===== config.mk =====
export PLATFORM = sky130hd
export DESIGN_NAME = encoder_angle_velocity_estimator_top
export DESIGN_NICKNAME = d
export VERILOG_FILES = /design/src/sv/eave_pkg.sv /design/src/sv/encoder_angle_velocity_estimator_top.sv
export SDC_FILE = /design/constraint.sdc
export NUM_CORES = 2
export LEC_CHECK = 0
export BUFFER_PORTS_ARGS = -buffer_cell sky130_fd_sc_hd__buf_4
export CORE_MARGIN = 4
export CORE_UTILIZATION = 60
export CTS_BUF_LIST = sky130_fd_sc_hd__clkbuf_4
export CTS_CLUSTER_DIAMETER = 120
export DETAILED_ROUTE_END_ITERATION = 8
export PLACE_DENSITY = 0.88
export RECOVER_POWER = 25
export SYNTH_ARGS = -nofsm -noshare
export SYNTH_HDL_FRONTEND = slang
export SYNTH_SLANG_ARGS = --single-unit

===== constraint.sdc =====
create_clock -name clk -period 16.3 [get_ports clk]
set_input_delay 1.63 -clock clk [delete_from_list [all_inputs] [get_ports clk]]
set_output_delay 1.63 -clock clk [all_outputs]
set_load 0.02 [all_outputs]

===== src/sv/eave_pkg.sv =====
package eave_pkg;

	localparam int ENC_W    = 40;
	localparam int FRAC     = 24;
	localparam int SCALE_SH = 40 - FRAC;
	localparam int OUT_W    = 48;
	localparam int MA_W     = 49;              // multiplicand, signed
	localparam int MB_W     = 41;              // multiplier, signed
	localparam int MUL_STEPS = MB_W - 1;       // one multiplier bit per cycle
	localparam int PROD_W   = MA_W + MB_W;     // signed product
	localparam int MOD_W    = 74;              // dividend magnitude for the turn reduction
	localparam int REM_W    = 27;
	localparam int CNT_W    = 7;

	localparam logic [63:0] PI_Q64 = (64'h3243F6A8885A3 + (64'd1 << 23)) >> 24;
	localparam logic [REM_W-1:0] PI_Q     = PI_Q64[REM_W-1:0];
	localparam logic [REM_W-1:0] TWO_PI_Q = {PI_Q64[REM_W-2:0], 1'b0};

	localparam logic [2:0] REG_MOTOR_ZERO  = 3'd0;
	localparam logic [2:0] REG_TORS_OFFSET = 3'd1;
	localparam logic [2:0] REG_SCALE       = 3'd2;
	localparam logic [2:0] REG_INV_GEAR    = 3'd3;
	localparam logic [2:0] REG_MOTOR_GAIN  = 3'd4;
	localparam logic [2:0] REG_MOTOR_COEF  = 3'd5;
	localparam logic [2:0] REG_TORS_GAIN   = 3'd6;
	localparam logic [2:0] REG_TORS_COEF   = 3'd7;

	typedef enum logic [3:0] {
		S_IDLE,
		S_MRAW,
		S_MODR,
		S_MODP,
		S_UNW,
		S_MGEAR,
		S_MTORS,
		S_FU,
		S_FB,
		S_FY,
		S_DONE
	} state_t;

	localparam logic signed [91:0] SAT_MAX = 92'sd140737488355327;
	localparam logic signed [91:0] SAT_MIN = -92'sd140737488355328;

	function automatic logic signed [OUT_W-1:0] sat48(input logic signed [91:0] v);
		logic signed [OUT_W-1:0] r;
		if (v > SAT_MAX) begin
			r = SAT_MAX[OUT_W-1:0];
		end else if (v < SAT_MIN) begin
			r = SAT_MIN[OUT_W-1:0];
		end else begin
			r = v[OUT_W-1:0];
		end
		return r;
	endfunction

endpackage


===== src/sv/encoder_angle_velocity_estimator_top.sv =====
// Encoder angle and velocity estimator. Each request on the slave stream carries one pair of
// raw 40-bit encoder counts (motor, torsion spring); one result request on the master stream
// returns the geared, turn-unwrapped motor angle, the torsion angle and both filtered
// velocities, all signed Q24.24 and saturated to 48 bits. The block works on one sample at a
// time: a single shift-add multiplier (one multiplier bit per cycle) does all nine products and a
// restoring reduction unit (one dividend bit per cycle) folds the raw and previous angles into
// one turn. No new sample is taken until the result of the last one has been loaded into the
// output register, so the sustained sample rate is set by the nine serial products and the
// two serial turn reductions, which run one after another.
// A finished result waits in the output register while the next sample is taken.
// Configuration writes (cfg_we, cfg_addr, cfg_data) should be made only while idle.
module encoder_angle_velocity_estimator_top (
	input  logic         clk,
	input  logic         arst_n,
	input  logic         s_tvalid,
	output logic         s_tready,
	input  logic [79:0]  s_tdata,   // motor_raw[39:0], torsion_raw[79:40]
	output logic         m_tvalid,
	input  logic         m_tready,
	output logic [191:0] m_tdata,   // motor_angle, motor_velocity, torsion_angle,
	                                // torsion_velocity, 48 bits each from bit 0 up
	input  logic         cfg_we,
	input  logic [2:0]   cfg_addr,
	input  logic [40:0]  cfg_data
);
	import eave_pkg::*;

	// configuration
	logic [ENC_W-1:0]        zero_q;
	logic signed [ENC_W:0]   offset_q;
	logic [39:0]             scale_q;
	logic [31:0]             igr_q;
	logic [15:0]             mf_q, tf_q;
	logic [FRAC-1:0]         mb_q, tb_q;

	// filter and unwrap state
	logic signed [OUT_W-1:0] prev_q, mup_q, myp_q, tup_q, typ_q;

	// sequencer
	state_t           state_q, state_d;
	logic [CNT_W-1:0] cnt_q;
	logic             ch_q;
	logic             mul_done, mod_done, out_free;

	// working registers
	logic signed [ENC_W:0]   dm_q;
	logic signed [ENC_W+1:0] e_q;
	logic signed [MOD_W-1:0] raw_q;
	logic [REM_W-1:0]        rm_q, pm_q;
	logic signed [OUT_W-1:0] mang_q, tang_q, u_q, mvel_q, tvel_q;
	logic signed [PROD_W-1:0] acc_q;

	// serial multiplier
	logic [MA_W-1:0]       ma_q;
	logic [MA_W-1:0]       ph_q;
	logic [MUL_STEPS-1:0]  pl_q;
	logic                  neg_q;
	logic signed [MA_W-1:0] op_a;
	logic signed [MB_W-1:0] op_b;
	logic [MA_W:0]         mul_sum;
	logic [PROD_W-1:0]     prod_mag;
	logic signed [PROD_W-1:0] prod_s;

	// serial turn reduction
	logic [MOD_W-1:0]        md_q;
	logic [REM_W-1:0]        rem_q;
	logic                    mneg_q;
	logic signed [MOD_W-1:0] mod_op;
	logic [REM_W:0]          rem_t;
	logic [REM_W-1:0]        mod_res;

	// output register
	logic         ovalid_q;
	logic [191:0] odata_q;

	// combinational helpers
	logic [REM_W:0]          w0;
	logic signed [REM_W+1:0] w;
	logic signed [OUT_W-1:0] unw;
	logic signed [OUT_W-1:0] y_new, vel_new, up_sel, yp_sel;
	logic [FRAC-1:0]         b_sel;
	logic [15:0]             f_sel;

	assign s_tready = (state_q == S_IDLE);
	assign m_tvalid = ovalid_q;
	assign m_tdata  = odata_q;

	assign mul_done = (cnt_q == CNT_W'(MUL_STEPS + 1));
	assign mod_done = (cnt_q == CNT_W'(MOD_W + 1));
	assign out_free = !ovalid_q || m_tready;

	assign up_sel = ch_q ? tup_q : mup_q;
	assign yp_sel = ch_q ? typ_q : myp_q;
	assign b_sel  = ch_q ? tb_q : mb_q;
	assign f_sel  = ch_q ? tf_q : mf_q;

	// operand selection for the shared multiplier
	always_comb begin
		op_a = '0;
		op_b = '0;
		case (state_q)
			S_MRAW: begin
				op_a = MA_W'(dm_q);
				op_b = MB_W'({1'b0, scale_q});
			end
			S_MGEAR: begin
				op_a = MA_W'(prev_q);
				op_b = MB_W'({1'b0, igr_q});
			end
			S_MTORS: begin
				op_a = MA_W'(e_q);
				op_b = MB_W'({1'b0, scale_q});
			end
			S_FU: begin
				op_a = MA_W'(ch_q ? tang_q : mang_q);
				op_b = MB_W'({1'b0, f_sel});
			end
			S_FB: begin
				op_a = MA_W'(u_q) + MA_W'(up_sel);
				op_b = MB_W'({1'b0, b_sel});
			end
			S_FY: begin
				op_a = MA_W'(yp_sel);
				op_b = (MB_W'(1) << FRAC) - {{(MB_W - FRAC - 1){1'b0}}, b_sel, 1'b0};
			end
			default: begin
				op_a = '0;
				op_b = '0;
			end
		endcase
	end

	assign mul_sum  = {1'b0, ph_q} + (pl_q[0] ? {1'b0, ma_q} : '0);
	assign prod_mag = {1'b0, ph_q, pl_q};
	assign prod_s   = neg_q ? -$signed(prod_mag) : $signed(prod_mag);

	assign mod_op  = (state_q == S_MODR) ? raw_q : MOD_W'(prev_q);
	assign rem_t   = {rem_q, md_q[MOD_W-1]};
	assign mod_res = (mneg_q && rem_q != '0) ? TWO_PI_Q - rem_q : rem_q;

	// unwrap: step from previous angle, folded into (-pi, pi]
	assign w0  = (rm_q >= pm_q) ? {1'b0, rm_q} - {1'b0, pm_q}
	                            : {1'b0, rm_q} + {1'b0, TWO_PI_Q} - {1'b0, pm_q};
	assign w   = (w0 > {1'b0, PI_Q}) ? $signed({1'b0, w0}) - $signed({2'b0, TWO_PI_Q})
	                                 : $signed({1'b0, w0});
	assign unw = sat48(92'(prev_q) + 92'(w));

	// dirty-derivative output, acc_q holds b*(u + u_prev)
	assign y_new   = sat48((92'(acc_q) + 92'(prod_s)) >>> FRAC);
	assign vel_new = sat48(92'(u_q) - 92'(y_new));

	always_ff @(posedge clk or negedge arst_n) begin
		if (!arst_n) begin
			state_q <= S_IDLE;
		end else begin
			state_q <= state_d;
		end
	end

	always_comb begin
		state_d = state_q;
		case (state_q)
			S_IDLE:  if (s_tvalid) state_d = S_MRAW;
			S_MRAW:  if (mul_done) state_d = S_MODR;
			S_MODR:  if (mod_done) state_d = S_MODP;
			S_MODP:  if (mod_done) state_d = S_UNW;
			S_UNW:   state_d = S_MGEAR;
			S_MGEAR: if (mul_done) state_d = S_MTORS;
			S_MTORS: if (mul_done) state_d = S_FU;
			S_FU:    if (mul_done) state_d = S_FB;
			S_FB:    if (mul_done) state_d = S_FY;
			S_FY:    if (mul_done) state_d = ch_q ? S_DONE : S_FU;
			S_DONE:  if (out_free) state_d = S_IDLE;
			default: state_d = S_IDLE;
		endcase
	end

	// control, configuration and filter state
	always_ff @(posedge clk or negedge arst_n) begin
		if (!arst_n) begin
			cnt_q    <= '0;
			ch_q     <= 1'b0;
			ovalid_q <= 1'b0;
			zero_q   <= '0;
			offset_q <= '0;
			scale_q  <= '0;
			igr_q    <= 32'd16777216;
			mf_q     <= 16'd1000;
			mb_q     <= 24'd3355443;
			tf_q     <= 16'd300;
			tb_q     <= 24'd1170503;
			prev_q   <= '0;
			mup_q    <= '0;
			myp_q    <= '0;
			tup_q    <= '0;
			typ_q    <= '0;
		end else begin
			if (state_d != state_q) begin
				cnt_q <= '0;
			end else if (state_q != S_IDLE && state_q != S_DONE && state_q != S_UNW) begin
				cnt_q <= cnt_q + 1'b1;
			end

			if (state_q == S_IDLE) begin
				ch_q <= 1'b0;
			end else if (state_q == S_FY && mul_done) begin
				ch_q <= 1'b1;
			end

			if (state_q == S_DONE && out_free) begin
				ovalid_q <= 1'b1;
			end else if (m_tready) begin
				ovalid_q <= 1'b0;
			end

			if (cfg_we) begin
				case (cfg_addr)
					REG_MOTOR_ZERO:  zero_q   <= cfg_data[ENC_W-1:0];
					REG_TORS_OFFSET: offset_q <= $signed(cfg_data);
					REG_SCALE:       scale_q  <= cfg_data[39:0];
					REG_INV_GEAR:    igr_q    <= cfg_data[31:0];
					REG_MOTOR_GAIN:  mf_q     <= cfg_data[15:0];
					REG_MOTOR_COEF:  mb_q     <= cfg_data[FRAC-1:0];
					REG_TORS_GAIN:   tf_q     <= cfg_data[15:0];
					REG_TORS_COEF:   tb_q     <= cfg_data[FRAC-1:0];
					default: ;
				endcase
			end

			if (state_q == S_UNW) begin
				prev_q <= unw;
			end

			if (state_q == S_FY && mul_done) begin
				if (ch_q) begin
					tup_q <= u_q;
					typ_q <= y_new;
				end else begin
					mup_q <= u_q;
					myp_q <= y_new;
				end
			end
		end
	end

	// datapath
	always_ff @(posedge clk) begin
		if (s_tvalid && s_tready) begin
			dm_q <= $signed({1'b0, s_tdata[ENC_W-1:0]}) - $signed({1'b0, zero_q});
			e_q  <= $signed({2'b0, s_tdata[2*ENC_W-1:ENC_W]}) - (ENC_W+2)'(offset_q);
		end

		// multiplier: load magnitudes at count 0, then one bit per cycle
		if (cnt_q == '0) begin
			ma_q  <= op_a[MA_W-1] ? MA_W'(-op_a) : op_a;
			pl_q  <= op_b[MB_W-1] ? MUL_STEPS'(-op_b) : op_b[MUL_STEPS-1:0];
			ph_q  <= '0;
			neg_q <= op_a[MA_W-1] ^ op_b[MB_W-1];
		end else if (cnt_q <= CNT_W'(MUL_STEPS)) begin
			ph_q <= mul_sum[MA_W:1];
			pl_q <= {mul_sum[0], pl_q[MUL_STEPS-1:1]};
		end

		// turn reduction: restoring, one dividend bit per cycle
		if (cnt_q == '0) begin
			md_q   <= mod_op[MOD_W-1] ? MOD_W'(-mod_op) : mod_op;
			mneg_q <= mod_op[MOD_W-1];
			rem_q  <= '0;
		end else if (cnt_q <= CNT_W'(MOD_W)) begin
			md_q  <= {md_q[MOD_W-2:0], 1'b0};
			rem_q <= (rem_t >= {1'b0, TWO_PI_Q}) ? REM_W'(rem_t - {1'b0, TWO_PI_Q})
			                                     : rem_t[REM_W-1:0];
		end

		case (state_q)
			S_MRAW:  if (mul_done) raw_q <= MOD_W'(prod_s >>> SCALE_SH);
			S_MODR:  if (mod_done) rm_q <= mod_res;
			S_MODP:  if (mod_done) pm_q <= mod_res;
			S_MGEAR: if (mul_done) mang_q <= sat48(92'(prod_s >>> FRAC));
			S_MTORS: if (mul_done) tang_q <= sat48(92'(prod_s >>> SCALE_SH));
			S_FU:    if (mul_done) u_q <= sat48(92'(prod_s));
			S_FB:    if (mul_done) acc_q <= prod_s;
			S_FY:    if (mul_done) begin
				if (ch_q) begin
					tvel_q <= vel_new;
				end else begin
					mvel_q <= vel_new;
				end
			end
			default: ;
		endcase

		// whole result word loads only once the previous one has left
		if (state_q == S_DONE && out_free) begin
			odata_q <= {tvel_q, tang_q, mvel_q, mang_q};
		end
	end

endmodule


==> reports/qor.csv <==
stage;metric;value;unit
timing;rsz0062_at_grt;no;
cells_and_area;nNetsFinal;9647;
timing;slew_viol_final;782;
grt;grt_pass1_vias;71172;
drt;wl;307000;um
synth;synth.distinct_cells;116;
grt;grt.overflow.total;0;
drt;drt_iter0_drc;9857;
power;p_total;0.0124;W
drt;num_vias;74019;
setup_path;critPathRequiredTime;17.24;ns
synth;syn_area;86100;um^2
floorplanning;core_region_area;142000;um^2
power;p_leak;38.7;nW
timing;max_freq;64.1;MHz
power;comb_power_share;35.9;%
setup_path;worst_path_most_repeated_cell;o21ai_0;
grt;grt_max_degree;161;
clock_tree;holdBufCountCts;0;
power;power_frac_clock;26.8;%
timing;slew_headroom;-456;%
timing;tightest_slew;8.35;ns
timing;fin_crit;15.60;ns
timing;final_hold_viol_count;0;
timing;setup_viol;0;
power;internal-power;0.00766;W
synth;synth_top_area_share;31.3;%
power;p_sw_share;38.1;%
timing;hold_ws;0.382;ns
grt;grt_pass1_wl;449000;um
synth;yosysWarnings;0;
setup_path;max_stage_delay;2.71;ns
floorplanning;die_h;387;um
run;maxCapViolations;13;
setup_path;r2r-end;mvel_q[2];
grt;antenna_found_initial;29;
floorplanning;row_count;138;
clock_tree;cts_resized;0;
clock_tree;root_buffer;clkbuf_4;
clock_tree;clock_latency;1.37;ns
setup_path;path_class;flip-flop to flip-flop;
min_path;min_from;mvel_q[6];
synth;synth_edf_count;898;
clock_tree;h-tree-depth;5;
placed_design;gp_congestion;1.06;
drt;postRouteAntennaNets;0;
setup_path;r2r-start;neg_q;
timing;fin_tns_setup;0;ns
floorplanning;pin_count;323;
timing;finalCritPeriodShare;95.7;%
placed_design;placed_cell_area;90400;um^2
power;peakVddDrop;0.0000828;V
setup_path;end_kind;flip-flop;
cells_and_area;finish.instance_area;95300;um^2
min_path;holdPathStages;0;
status;status;complete, but fails checks;
synth;yosysMostFrequentCell;nand2_1;
placed_design;io_buffers;322;
clock_tree;cts_inserted_buffers;388;
clock_tree;clockBufferDepth;4;
clock_tree;cts_tree;built;
floorplanning;die_w;387;um
clock_tree;clkSinkCount;1460;
power;seqPwrFrac;37.4;%
floorplanning;start_util;60.6;%
synth;avgSynthCellArea;9.96;um^2
synth;async_flop_share;33.3;%
synth;ys_seq_area_share;47.2;%
min_path;hold_class;flip-flop to flip-flop;
floorplanning;dieArea;150000;um^2
setup_path;path_max_fanout;90;
synth;synth_cells;8646;
min_path;holdPathEnd;m_tdata[54];
setup_path;r2r_setup_slack;0.70;ns
setup_path;worst_ep_arrival_time;16.54;ns
grt;track_usage;39.8;%
synth;ys_ff_latch;1460;
synth;synth_common_cells;nand2_1 (1004), edfxtp_1 (898), o21ai_0 (867);
drt;firstDrtPassIters;9;
cells_and_area;area_growth;10.7;%
cells_and_area;drive_gt1_share;15.6;%
placed_design;dp_hpwl;231000;um
power;p_per_area;130;nW/um^2
setup_path;worst_r2r_path_depth;37;
synth;synth.area.top_cells;edfxtp_1 (31%), dfrtp_1 (13%), ha_1 (6.2%);
timing;skew;0.139;ns
synth;yosys_most_used_dff;edfxtp_1;
drt;drc;0;
clock_tree;clk_pin_slew;0.07;ns
synth;syn-num-nets;9220;
status;violations;max-capacitance violations, max-slew violations;
setup_path;cp_slowest_cell;clkbuf_1;
clock_tree;cts_setup_buffers;0;
synth;synth_top_cell_by_area;edfxtp_1;
drt;wl_per_cell;27.2;um
setup_path;start_kind;flip-flop;
cells_and_area;final_util;67.1;%
drt;viasPerCell;6.56;
power;p_sw;0.00471;W
==> cells in the final DEF (no fill, tap or decap), types with 34 or more instances in the layout <==
cell type,Yosys,routed
and3_1,61,60
o21ai_1,69,69
a22o_1,38,38
o211ai_1,39,39
edfxtp_1,898,898
o31ai_1,73,73
dfrtp_1,452,451
o21ai_0,867,867
nand3_1,118,116
a211oi_1,42,42
o22ai_1,47,47
nor2b_1,57,57
a31oi_1,89,89
clkbuf_4,0,580
or3_1,60,60
dfxtp_1,76,76
nand2_1,1004,999
clkinv_1,7,79
mux2i_1,181,181
a21boi_0,48,48
xnor2_1,353,352
o21bai_1,56,56
nor2_1,490,480
nor3_1,156,150
nor4_1,43,43
maj3_1,41,41
mux2_2,262,258
ha_1,426,426
and2_1,89,87
o21a_1,55,55
inv_1,440,440
nand4_1,85,85
xor2_1,281,281
dfstp_2,34,34
or2_2,42,42
a21o_1,128,127
a21oi_1,560,557
buf_4,6,409
nand2b_1,67,67
==> sequential cells by signal (all words and copies together), names as in the netlist, 41 cells and up <==
signal    count
mvel_q       48
md_q         74
u_q          48
typ_q        48
ma_q         49
raw_q        74
acc_q        90
tvel_q       48
mang_q       48
prev_q       48
dm_q         41
mup_q        48
ph_q         49
tup_q        48
offset_q     41
myp_q        48
tang_q       48
e_q          42
m_tdata     192
==> kinds of logic (layout without fill, tap and decap cells) <==
kind of cell | Yosys count | in the layout | share of synthesized area, %
flops | 1460 | 1460 | 47.2
other cells | 0 | 26 | 0
fa+ha+maj | 488 | 488 | 7.13
compound gates | 2401 | 2401 | 17.0
buf+inv | 840 | 1566 | 3.78
xor+xnor | 634 | 634 | 6.45
mux | 443 | 443 | 5.53
simple gates | 2380 | 2380 | 12.8
==> routing by layer <==
layer  wire (um)  part of all wire (%)  track usage (%)  up-vias
met2      130000                    42             58.5     5073
met5         116                 0.038                0        -
met3       42100                    14             13.4     1126
met1      111000                    36             50.5    35314
li1            -                     -                -    32496
met4       23300                   7.6             25.2       10
==> through the flow <==
step           setup slack [ns]  cells
2_1_floorplan              3.71   8646
4_1_cts                    1.43  11261
5_1_grt                   0.308  11269
6_report                  0.700  11288
3_3_place_gp               1.79  10572
3_5_place_dp               1.48  10572
==> worst max-delay path: cells and delay by family (launching register included) <==
kind            cells  cell delay (ns)
simple gates        6             1.87
fa+ha+maj           2             0.75
xor+xnor            1             1.05
flops               1             0.33
compound gates     24             7.33
buf+inv             4             3.78
==> how the worst max path moves through the flow <==
stage                  from          to  slack, ns  cells after the start
global route          neg_q   mvel_q[2]       0.31                     40
finish                neg_q   mvel_q[2]       0.70                     37
global placement    pl_q[8]  mvel_q[24]       1.79                     43
CTS                 pl_q[8]   mvel_q[2]       1.43                     43
detailed placement  pl_q[8]  tvel_q[34]       1.48                     43
floorplan           pl_q[8]  mvel_q[30]       3.71                     54
==> cell type report <==
type,instances,area [um^2]
Fill cell,10757,46800
Tap cell,1890,2360
Sequential cell,1460,40700
Clock buffer,579,4350
Clock inverter,110,608
Inverter,449,1690
Antenna cell,26,65.1
Multi-Input combinational cell,6346,42400
Timing Repair Buffer,428,3160
==> power groups by stage <==
stage	registers [W]	clock network, W	logic, W
final	0.00462	0.00331	0.00444
after global routing	0.00462	0.00354	0.00478
after CTS	0.00459	0.00333	0.00430
after detailed placement	0.00467	0	0.00427
after global placement	0.00465	0	0.00417
after floorplan	0.00453	0	0.00304
(Power assumes the default switching activity.)
